### config.mk
export PLATFORM = sky130hd
export DESIGN_NAME = triangle_sweep_generator_flat
export DESIGN_NICKNAME = d
export VERILOG_FILES = /design/src/rtl/tsg_pkg.sv /design/src/rtl/tsg_if.sv /design/src/rtl/tsg_cfg_regs.sv /design/src/rtl/tsg_step.sv /design/src/rtl/triangle_sweep_generator.sv /design/src/flat_wrapper.sv
export SDC_FILE = /design/constraint.sdc
export NUM_CORES = 1
export LEC_CHECK = 0
export BUFFER_PORTS_ARGS = -buffer_cell sky130_fd_sc_hd__buf_2
export CAP_MARGIN = 20
export CORE_MARGIN = 2
export CORE_UTILIZATION = 40
export DETAILED_ROUTE_END_ITERATION = 7
export HOLD_SLACK_MARGIN = 0.12
export SETUP_SLACK_MARGIN = 0.1
export SLEW_MARGIN = 15
export SYNTH_ARGS = -nofsm -noshare
export SYNTH_HDL_FRONTEND = slang
export SYNTH_SLANG_ARGS = --single-unit
export TNS_END_PERCENT = 30
### constraint.sdc
create_clock -name clk -period 24.5 [get_ports clk]
set_input_delay 3.675 -clock clk [delete_from_list [all_inputs] [get_ports clk]]
set_output_delay 3.675 -clock clk [all_outputs]
set_load 0.005 [all_outputs]
### src/rtl/tsg_pkg.sv
// ----------------------------------------------------------------------------
// tsg_pkg
// Shared widths, command and register codes, and payload types of the
// triangle sweep generator.
// ----------------------------------------------------------------------------
package tsg_pkg;

  localparam int VOLTAGE_BITS = 24;
  localparam int ELAPSED_BITS = 16;
  localparam int SLEW_BITS    = 16;
  localparam int CNT_BITS     = 8;
  localparam int CMD_BITS     = 2;

  // step amount is elapsed_ms * mV/s, already in uV
  localparam int PROD_BITS = ELAPSED_BITS + SLEW_BITS;
  localparam int SUM_BITS  = ((VOLTAGE_BITS > PROD_BITS) ? VOLTAGE_BITS : PROD_BITS) + 2;

  localparam logic [CNT_BITS-1:0] CNT_MAX = {CNT_BITS{1'b1}};

  // commands
  localparam logic [CMD_BITS-1:0] CMD_STEP  = 2'd0;
  localparam logic [CMD_BITS-1:0] CMD_START = 2'd1;
  localparam logic [CMD_BITS-1:0] CMD_STOP  = 2'd2;

  // configuration register indexes
  localparam int CFG_INDEX_BITS = 3;
  localparam int CFG_DATA_BITS  = VOLTAGE_BITS;
  localparam logic [CFG_INDEX_BITS-1:0] REG_START_V = 3'd0;
  localparam logic [CFG_INDEX_BITS-1:0] REG_PEAK_V  = 3'd1;
  localparam logic [CFG_INDEX_BITS-1:0] REG_STOP_V  = 3'd2;
  localparam logic [CFG_INDEX_BITS-1:0] REG_SLEW    = 3'd3;
  localparam logic [CFG_INDEX_BITS-1:0] REG_TOTAL   = 3'd4;

  typedef struct packed {
    logic signed [VOLTAGE_BITS-1:0] start_voltage_uv;
    logic signed [VOLTAGE_BITS-1:0] peak_voltage_uv;
    logic signed [VOLTAGE_BITS-1:0] stop_voltage_uv;
    logic [SLEW_BITS-1:0]           slew_rate_mv_per_s;
    logic [CNT_BITS-1:0]            total_cycles;
  } cfg_t;

  typedef struct packed {
    logic [CMD_BITS-1:0]     command;
    logic [ELAPSED_BITS-1:0] elapsed_ms;
  } in_item_t;

  typedef struct packed {
    logic signed [VOLTAGE_BITS-1:0] drive_voltage_uv;
    logic [CNT_BITS-1:0]            cycles_done;
    logic                           falling;
    logic                           running;
    logic                           finished;
  } out_item_t;

endpackage

### src/rtl/tsg_if.sv
// ----------------------------------------------------------------------------
// tsg_if
// Valid/ready channels of the triangle sweep generator: command items in,
// sweep results out.
// ----------------------------------------------------------------------------
interface tsg_in_if;
  import tsg_pkg::*;

  logic                    valid;
  logic                    ready;
  logic [CMD_BITS-1:0]     command;
  logic [ELAPSED_BITS-1:0] elapsed_ms;

  modport source (output valid, output command, output elapsed_ms, input ready);
  modport sink   (input valid, input command, input elapsed_ms, output ready);
endinterface

interface tsg_out_if;
  import tsg_pkg::*;

  logic                           valid;
  logic                           ready;
  logic signed [VOLTAGE_BITS-1:0] drive_voltage_uv;
  logic [CNT_BITS-1:0]            cycles_done;
  logic                           falling;
  logic                           running;
  logic                           finished;

  modport source (output valid, output drive_voltage_uv, output cycles_done,
                  output falling, output running, output finished, input ready);
  modport sink   (input valid, input drive_voltage_uv, input cycles_done,
                  input falling, input running, input finished, output ready);
endinterface

### src/rtl/tsg_cfg_regs.sv
// ----------------------------------------------------------------------------
// tsg_cfg_regs
// Configuration register file, written through a plain write port.
// ----------------------------------------------------------------------------
module tsg_cfg_regs (
  input  logic                               clk,
  input  logic                               rst_n,
  input  logic                               cfg_we,
  input  logic [tsg_pkg::CFG_INDEX_BITS-1:0] cfg_index,
  input  logic [tsg_pkg::CFG_DATA_BITS-1:0]  cfg_wdata,
  output tsg_pkg::cfg_t                      cfg
);
  import tsg_pkg::*;

  cfg_t cfg_r;

  always_ff @(posedge clk) begin
    if (!rst_n) begin
      cfg_r <= '0;
    end else if (cfg_we) begin
      unique case (cfg_index)
        REG_START_V: cfg_r.start_voltage_uv   <= cfg_wdata[VOLTAGE_BITS-1:0];
        REG_PEAK_V:  cfg_r.peak_voltage_uv    <= cfg_wdata[VOLTAGE_BITS-1:0];
        REG_STOP_V:  cfg_r.stop_voltage_uv    <= cfg_wdata[VOLTAGE_BITS-1:0];
        REG_SLEW:    cfg_r.slew_rate_mv_per_s <= cfg_wdata[SLEW_BITS-1:0];
        REG_TOTAL:   cfg_r.total_cycles       <= cfg_wdata[CNT_BITS-1:0];
        default: ;  // unmapped index, write dropped
      endcase
    end
  end

  assign cfg = cfg_r;

endmodule

### src/rtl/tsg_step.sv
// ----------------------------------------------------------------------------
// tsg_step
// Sweep state and its combinational update: multiply, add, saturate, turn at
// peak, wrap at stop, count cycles, end the run; start and stop commands.
// ----------------------------------------------------------------------------
module tsg_step (
  input  logic                  clk,
  input  logic                  rst_n,
  input  logic                  en,
  input  tsg_pkg::in_item_t     item,
  input  tsg_pkg::cfg_t         cfg,
  output tsg_pkg::out_item_t    res
);
  import tsg_pkg::*;

  localparam logic signed [SUM_BITS-1:0] SAT_HI =
    {{(SUM_BITS-VOLTAGE_BITS+1){1'b0}}, {(VOLTAGE_BITS-1){1'b1}}};
  localparam logic signed [SUM_BITS-1:0] SAT_LO =
    {{(SUM_BITS-VOLTAGE_BITS+1){1'b1}}, {(VOLTAGE_BITS-1){1'b0}}};

  logic signed [VOLTAGE_BITS-1:0] volt_r, volt_nxt;
  logic                           fall_r, fall_nxt;
  logic [CNT_BITS-1:0]            cnt_r, cnt_nxt;
  logic                           run_r, run_nxt;
  logic                           fin;

  logic [PROD_BITS-1:0]           delta;
  logic signed [SUM_BITS-1:0]     volt_ext, delta_ext, sum, clamp;
  logic signed [VOLTAGE_BITS-1:0] sat_v, peak_v, wrap_v;
  logic                           peak_fall, wrap_hit;
  logic [CNT_BITS-1:0]            step_cnt;

  // step datapath
  always_comb begin
    delta     = PROD_BITS'(item.elapsed_ms) * PROD_BITS'(cfg.slew_rate_mv_per_s);
    volt_ext  = {{(SUM_BITS-VOLTAGE_BITS){volt_r[VOLTAGE_BITS-1]}}, volt_r};
    delta_ext = {{(SUM_BITS-PROD_BITS){1'b0}}, delta};
    sum       = fall_r ? (volt_ext - delta_ext) : (volt_ext + delta_ext);
    if (sum > SAT_HI) begin
      clamp = SAT_HI;
    end else if (sum < SAT_LO) begin
      clamp = SAT_LO;
    end else begin
      clamp = sum;
    end
    sat_v = clamp[VOLTAGE_BITS-1:0];

    // rising sweep clamps at the peak and turns
    if (!fall_r && (sat_v >= cfg.peak_voltage_uv)) begin
      peak_v    = cfg.peak_voltage_uv;
      peak_fall = 1'b1;
    end else begin
      peak_v    = sat_v;
      peak_fall = fall_r;
    end

    // falling sweep at or below stop wraps to start, one more cycle done
    wrap_hit = peak_fall && (peak_v <= cfg.stop_voltage_uv);
    wrap_v   = wrap_hit ? cfg.start_voltage_uv : peak_v;
    if (wrap_hit && (cnt_r != CNT_MAX)) begin
      step_cnt = cnt_r + CNT_BITS'(1);
    end else begin
      step_cnt = cnt_r;
    end
  end

  // command decode and next state
  always_comb begin
    volt_nxt = volt_r;
    fall_nxt = fall_r;
    cnt_nxt  = cnt_r;
    run_nxt  = run_r;
    fin      = 1'b0;
    unique case (item.command)
      CMD_START: begin
        cnt_nxt  = '0;
        fall_nxt = 1'b0;
        if (cfg.total_cycles == '0) begin
          volt_nxt = '0;
          run_nxt  = 1'b0;
          fin      = 1'b1;
        end else begin
          volt_nxt = cfg.start_voltage_uv;
          run_nxt  = 1'b1;
        end
      end
      CMD_STOP: begin
        if (run_r) begin
          volt_nxt = '0;
          run_nxt  = 1'b0;
          fin      = 1'b1;
        end
      end
      CMD_STEP: begin
        if (run_r) begin
          cnt_nxt  = step_cnt;
          fall_nxt = peak_fall && !wrap_hit;
          if (step_cnt >= cfg.total_cycles) begin
            volt_nxt = '0;
            run_nxt  = 1'b0;
            fin      = 1'b1;
          end else begin
            volt_nxt = wrap_v;
          end
        end
      end
      default: ;  // unused code, report state
    endcase
  end

  always_ff @(posedge clk) begin
    if (!rst_n) begin
      volt_r <= '0;
      fall_r <= 1'b0;
      cnt_r  <= '0;
      run_r  <= 1'b0;
    end else if (en) begin
      volt_r <= volt_nxt;
      fall_r <= fall_nxt;
      cnt_r  <= cnt_nxt;
      run_r  <= run_nxt;
    end
  end

  always_comb begin
    res.drive_voltage_uv = run_nxt ? volt_nxt : '0;
    res.cycles_done      = cnt_nxt;
    res.falling          = fall_nxt;
    res.running          = run_nxt;
    res.finished         = fin;
  end

`ifndef SYNTH
  // idle state always holds 0 V
  a_idle_zero: assert property (@(posedge clk) disable iff (!rst_n)
    !run_r |-> (volt_r == '0))
    else $error("sweep voltage nonzero while idle");

  // only a start lowers the cycle count
  a_cnt_mono: assert property (@(posedge clk) disable iff (!rst_n)
    (en && (item.command != CMD_START)) |=> (cnt_r >= $past(cnt_r)))
    else $error("cycle count went down without a start");

  // a start always leaves the sweep rising
  a_start_rise: assert property (@(posedge clk) disable iff (!rst_n)
    (en && (item.command == CMD_START)) |=> !fall_r)
    else $error("sweep not rising after start");
`endif

endmodule

### src/rtl/triangle_sweep_generator.sv
// ----------------------------------------------------------------------------
// triangle_sweep_generator
// Cyclic-voltammetry triangle sweep: start/step/stop command items in, one
// drive-voltage result per item out.
// ----------------------------------------------------------------------------
// Takes one command item per clock while the output is not stalled and
// returns exactly one result per item, held in the input register and then
// in the result register. The rate is set by the combinational step path in
// tsg_step (16x16 multiply, saturating add and peak/stop compares) sitting
// between the input register and the result register. A stalled result
// register holds one result while the input register holds the next item;
// only when both are full does in_ch.ready drop. Configuration writes are
// registered and must only be made while no item is in flight.
module triangle_sweep_generator (
  input  logic                               clk,
  input  logic                               rst_n,
  tsg_in_if.sink                             in_ch,
  tsg_out_if.source                          out_ch,
  input  logic                               cfg_we,
  input  logic [tsg_pkg::CFG_INDEX_BITS-1:0] cfg_index,
  input  logic [tsg_pkg::CFG_DATA_BITS-1:0]  cfg_wdata
);
  import tsg_pkg::*;

  cfg_t      cfg;
  in_item_t  in_item_r;
  logic      in_valid_r;
  out_item_t step_res;
  out_item_t out_item_r;
  logic      out_valid_r;
  logic      advance;
  logic      in_xfer;

  // result register is free when empty or being drained this cycle
  assign advance     = !out_valid_r || out_ch.ready;
  assign in_ch.ready = !in_valid_r || advance;
  assign in_xfer     = in_ch.valid && in_ch.ready;

  tsg_cfg_regs u_cfg (
    .clk       (clk),
    .rst_n     (rst_n),
    .cfg_we    (cfg_we),
    .cfg_index (cfg_index),
    .cfg_wdata (cfg_wdata),
    .cfg       (cfg)
  );

  // input register: control
  always_ff @(posedge clk) begin
    if (!rst_n) begin
      in_valid_r <= 1'b0;
    end else if (in_ch.ready) begin
      in_valid_r <= in_ch.valid;
    end
  end

  // input register: payload
  always_ff @(posedge clk) begin
    if (in_xfer) begin
      in_item_r.command    <= in_ch.command;
      in_item_r.elapsed_ms <= in_ch.elapsed_ms;
    end
  end

  // sweep state moves only when the item moves into the result register
  tsg_step u_step (
    .clk   (clk),
    .rst_n (rst_n),
    .en    (in_valid_r && advance),
    .item  (in_item_r),
    .cfg   (cfg),
    .res   (step_res)
  );

  // result register
  always_ff @(posedge clk) begin
    if (!rst_n) begin
      out_valid_r <= 1'b0;
    end else if (advance) begin
      out_valid_r <= in_valid_r;
    end
  end

  always_ff @(posedge clk) begin
    if (advance && in_valid_r) begin
      out_item_r <= step_res;
    end
  end

  assign out_ch.valid            = out_valid_r;
  assign out_ch.drive_voltage_uv = out_item_r.drive_voltage_uv;
  assign out_ch.cycles_done      = out_item_r.cycles_done;
  assign out_ch.falling          = out_item_r.falling;
  assign out_ch.running          = out_item_r.running;
  assign out_ch.finished         = out_item_r.finished;

`ifndef SYNTH
  // input side only backs up when both registers are full and output stalls
  a_ready_low: assert property (@(posedge clk) disable iff (!rst_n)
    !in_ch.ready |-> (in_valid_r && out_valid_r && !out_ch.ready))
    else $error("input stalled without a full pipeline");

  // a held item always moves into the result register when it is free
  a_fill_out: assert property (@(posedge clk) disable iff (!rst_n)
    (in_valid_r && advance) |=> out_valid_r)
    else $error("item lost between input and result register");

  // nothing offered on the output right after reset
  a_reset_out: assert property (@(posedge clk)
    !rst_n |=> !out_valid_r)
    else $error("result valid after reset");
`endif

endmodule
### src/flat_wrapper.sv
// flat-port wrapper written by rule: the top's interface ports become plain ports
module triangle_sweep_generator_flat import tsg_pkg::*;
  (clk, rst_n, cfg_we, cfg_index, cfg_wdata, in_ch_valid, in_ch_command, in_ch_elapsed_ms, in_ch_ready, out_ch_valid, out_ch_drive_voltage_uv, out_ch_cycles_done, out_ch_falling, out_ch_running, out_ch_finished, out_ch_ready);
  tsg_in_if in_ch_i ();
  tsg_out_if out_ch_i ();
  input  logic clk;
  input  logic rst_n;
  input  logic cfg_we;
  input  logic [tsg_pkg::CFG_INDEX_BITS-1:0] cfg_index;
  input  logic [tsg_pkg::CFG_DATA_BITS-1:0] cfg_wdata;
  input wire logic [$bits(in_ch_i.valid)-1:0] in_ch_valid;
  input wire logic [$bits(in_ch_i.command)-1:0] in_ch_command;
  input wire logic [$bits(in_ch_i.elapsed_ms)-1:0] in_ch_elapsed_ms;
  output wire logic [$bits(in_ch_i.ready)-1:0] in_ch_ready;
  output wire logic [$bits(out_ch_i.valid)-1:0] out_ch_valid;
  output wire logic [$bits(out_ch_i.drive_voltage_uv)-1:0] out_ch_drive_voltage_uv;
  output wire logic [$bits(out_ch_i.cycles_done)-1:0] out_ch_cycles_done;
  output wire logic [$bits(out_ch_i.falling)-1:0] out_ch_falling;
  output wire logic [$bits(out_ch_i.running)-1:0] out_ch_running;
  output wire logic [$bits(out_ch_i.finished)-1:0] out_ch_finished;
  input wire logic [$bits(out_ch_i.ready)-1:0] out_ch_ready;
  assign in_ch_i.valid = in_ch_valid;
  assign in_ch_i.command = in_ch_command;
  assign in_ch_i.elapsed_ms = in_ch_elapsed_ms;
  assign in_ch_ready = in_ch_i.ready;
  assign out_ch_valid = out_ch_i.valid;
  assign out_ch_drive_voltage_uv = out_ch_i.drive_voltage_uv;
  assign out_ch_cycles_done = out_ch_i.cycles_done;
  assign out_ch_falling = out_ch_i.falling;
  assign out_ch_running = out_ch_i.running;
  assign out_ch_finished = out_ch_i.finished;
  assign out_ch_i.ready = out_ch_ready;
  triangle_sweep_generator u_core (.clk(clk), .rst_n(rst_n), .in_ch(in_ch_i), .out_ch(out_ch_i), .cfg_we(cfg_we), .cfg_index(cfg_index), .cfg_wdata(cfg_wdata));
endmodule
==> metrics.md <==
| Metric | Value |
|---|---|
| Detailed Route Iter0 Violations | `1553` |
| Synth top area share | `18.1%` |
| Syn nets | `3053` |
| Netlist Area Pre-Place | `21500 sq um` |
| Fmax | `49.4 MHz` |
| Area delta synth->final | `7.19%` |
| Clock transition at the registers of the reported paths | `0.09 ns` |
| Slew HR | `29.9%` |
| Switching pwr | `0.624 mW` |
| Endpoints failing hold | `0` |
| Final Cycle Share | `82.6%` |
| CTS root buffer | `clkbuf_16` |
| Clock tree buffer depth | `2` |
| Vias per std cell | `5.74` |
| Max Slew Vio Count | `0` |
| Pwr Density | `59.3 nW/um^2` |
| Post-route ant nets | `0` |
| Seq/Total Area, Yosys | `19.7%` |
| Worst path required time | `24.87 ns` |
| NumNets Final | `3046` |
| Grt total ovfl | `0` |
| Clock Latency Late Sink | `0.50 ns` |
| Postcts setup bufs | `0` |
| Final wirelength | `68.2 mm` |
| Largest net degree at the start of global routing | `73` |
| Filler instances | `5397` |
| RSZ-0062 raised after global routing | `false` |
| Combinational share of power | `53.8%` |
| Hold buffer count at cts | `0` |
| PostCTS Resize Cnt | `0` |
| CP max stage cell | `a2111oi_0` |
| Status | `finished clean` |
| CTS tree | `built` |
| I/O Pins | `87` |
| Layout cells sized above 1 | `7.64%` |
| Fraction of registers with async set/reset | `0%` |
| Via count | `19.0k` |
| Final Skew | `0.0193 ns` |
| Avg Cell Area, Syn | `8.24 sq um` |
| Sequential Power Share | `25.3%` |
| Core area | `53500 sq um` |
| Worst Setup Start Kind | `flip-flop` |
| Internal | `0.744 mW` |
| First-pass GRT wire length | `109 mm` |
| Initial core utilization | `40.2%` |
| Number of global-route vias before repair | `19.2k` |
| Die width | `236 um` |
| Final Wtd Congestion | `0.936` |
| Site Rows | `85` |
| Initial antenna violation count | `0` |
| Most common cell on crit path | `a21o_1` |
| Most frequent cell after synthesis | `nand2_1` |
| Crit path time final | `20.25 ns` |
| Sw Share | `45.6%` |
| Syn. warnings | `0` |
| Clock sinks | `185` |
| Worst Setup Path Type | `flip-flop to flip-flop` |
| Number of diodes | `0` |
| Pre-antenna DRT Iters | `5` |
| Final setup vio count | `0` |
| Endpoint class of the critical path | `flip-flop` |
| Max rail drop VDD | `0.0815 mV` |
| I/O Buffers | `86` |
| Distinct cell type count after synthesis | `88` |
| Post-place setup slack | `4.54 ns` |
| Num CTS Buffers | `17` |
| Post-synth EDFFs | `53` |
| DP HPWL | `53.2 mm` |
| Worst path arrival time | `20.62 ns` |
| Tot GR Track Use | `25.1%` |
| Worst slew pin tran | `1.05 ns` |
| Largest area contributor in the netlist | `fa_1` |
| WL per Instance | `20.6 um` |
| Die height | `236 um` |
| Die Area | `55700 sq um` |
| DRC Markers | `0` |
| Setup_tns | `0 ns` |
| Crit Path Max Fanout | `22` |
| Syn Inst Count | `2613` |
| Largest stage delay on the critical path | `0.81 ns` |
| Leak pwr | `10.2 nW` |
| Worst min path class | `flip-flop to flip-flop` |
| Top cell types by occurrence after synthesis | `nand2_1 (431), inv_1 (297), a21oi_1 (206), fa_1 (195), ha_1 (195)` |
| Clock network power share | `20.9%` |
| Ys flop type | `dfxtp_1` |
| FF+latch count, synth | `185` |
| Synth top area cells | `fa_1 (18%), dfxtp_1 (12%), ha_1 (11%), nand2_1 (7.5%), edfxtp_1 (7.4%)` |
| Number of max-cap violations | `0` |
| H-tree levels | `4` |
| Final WS setup | `4.25 ns` |
registers in the layout, summed over array words and instances, names as in the netlist, 8 cells and up:
register,count
u_core.u_step.volt_r,24
u_core.out_ch.drive_voltage_uv,24
u_core.u_cfg.cfg,96
u_core.u_step.cnt_r,8
u_core.out_ch.cycles_done,8
u_core.in_item_r,18
worst max-delay path, delay by kind of cell (launching register included):
family	cells	cell delay, ns
AOI/OAI and AO/OA	26	6.43
and+or+nand+nor	18	5.86
adders and majority gates	11	4.82
muxes	4	1.35
buffers and inverters	5	0.75
DFF	1	0.64
xor gates and xnor gates	1	0.16
per-layer routing:
layer | vias up | wire length [um] | global-route usage, %
met3 | 110 | 3810 | 3.07
met5 | - | 0 | 0
met1 | 9456 | 30400 | 33.5
li1 | 8864 | - | -
met4 | 0 | 2340 | 10.1
met2 | 614 | 31700 | 41.2
cells in the final DEF (no fill, tap or decap), drive strengths merged, types with 27 or more instances in the layout:
cell type / count
nor3: 27
xnor2: 49
dfxtp: 132
a21o: 59
nor2: 116
fa: 195
o21ai: 95
ha: 195
inv: 307
and2: 157
a21oi: 207
nand4: 28
edfxtp: 53
buf: 105
nand2: 431
xor2: 28
power groups by stage:
stage,logic (mW),registers (mW),clock network [mW]
after global routing,0.809,0.348,0.302
final,0.736,0.346,0.286
after CTS,0.725,0.346,0.293
after global placement,0.711,0.352,0
after detailed placement,0.721,0.352,0
after floorplan,0.530,0.340,0
through the flow:
| stage | power (mW) | hold slack, ns | area, sq um | utilization (%) | cells |
|---|---|---|---|---|---|
| after floorplan | 0.870 | 0.436 | 21500 | - | 2613 |
| after global placement | 1.06 | 0.444 | 22500 | 42.0 | 3280 |
| after detailed placement | 1.07 | 0.448 | 22500 | 42.0 | 3282 |
| after CTS | 1.36 | 0.458 | 23100 | 43.1 | 3314 |
| after global routing | 1.46 | 0.473 | 23100 | 43.1 | 3315 |
| final | 1.37 | 0.456 | 23100 | 43.1 | 3315 |
worst paths after layout:
path	startpoint	endpoint	slack (ns)	depth (start not counted)
setup reg to reg	u_core.in_item_r[6]$_DFFE_PP_	u_core.out_ch.drive_voltage_uv[8]$_SDFFCE_PN0P_	4.25	65
hold / removal	u_core.u_cfg.cfg[29]$_SDFFE_PN0P_	u_core.u_cfg.cfg[29]$_SDFFE_PN0P_	0.46	2
setup / recovery	u_core.in_item_r[6]$_DFFE_PP_	u_core.out_ch.drive_voltage_uv[8]$_SDFFCE_PN0P_	4.25	65
hold reg to reg	u_core.u_cfg.cfg[29]$_SDFFE_PN0P_	u_core.u_cfg.cfg[29]$_SDFFE_PN0P_	0.46	2
cell families after synthesis:
group / count (synthesis) / share of synthesized area, %
XOR/XNOR: 77 / 3.13
adder cells (fa/ha/maj): 390 / 29.5
multiplexers: 31 / 1.55
AO/OA/AOI/OAI: 600 / 18.7
flip-flops: 185 / 19.7
buffers and inverters: 430 / 7.58
AND/OR/NAND/NOR: 900 / 19.9
cell type report:
class                           instances  area [sq um]  share of cell area [%]
Multi-Input combinational cell       1998         15700                    67.9
Sequential cell                       185          4230                    18.4
Inverter                              299          1120                    4.87
Tap cell                              696           871                    3.78
Timing Repair Buffer                  105           596                    2.58
Clock buffer                           19           447                    1.94
Clock inverter                         13           124                   0.537
Note: power is estimated with default switching activity, not from simulation.
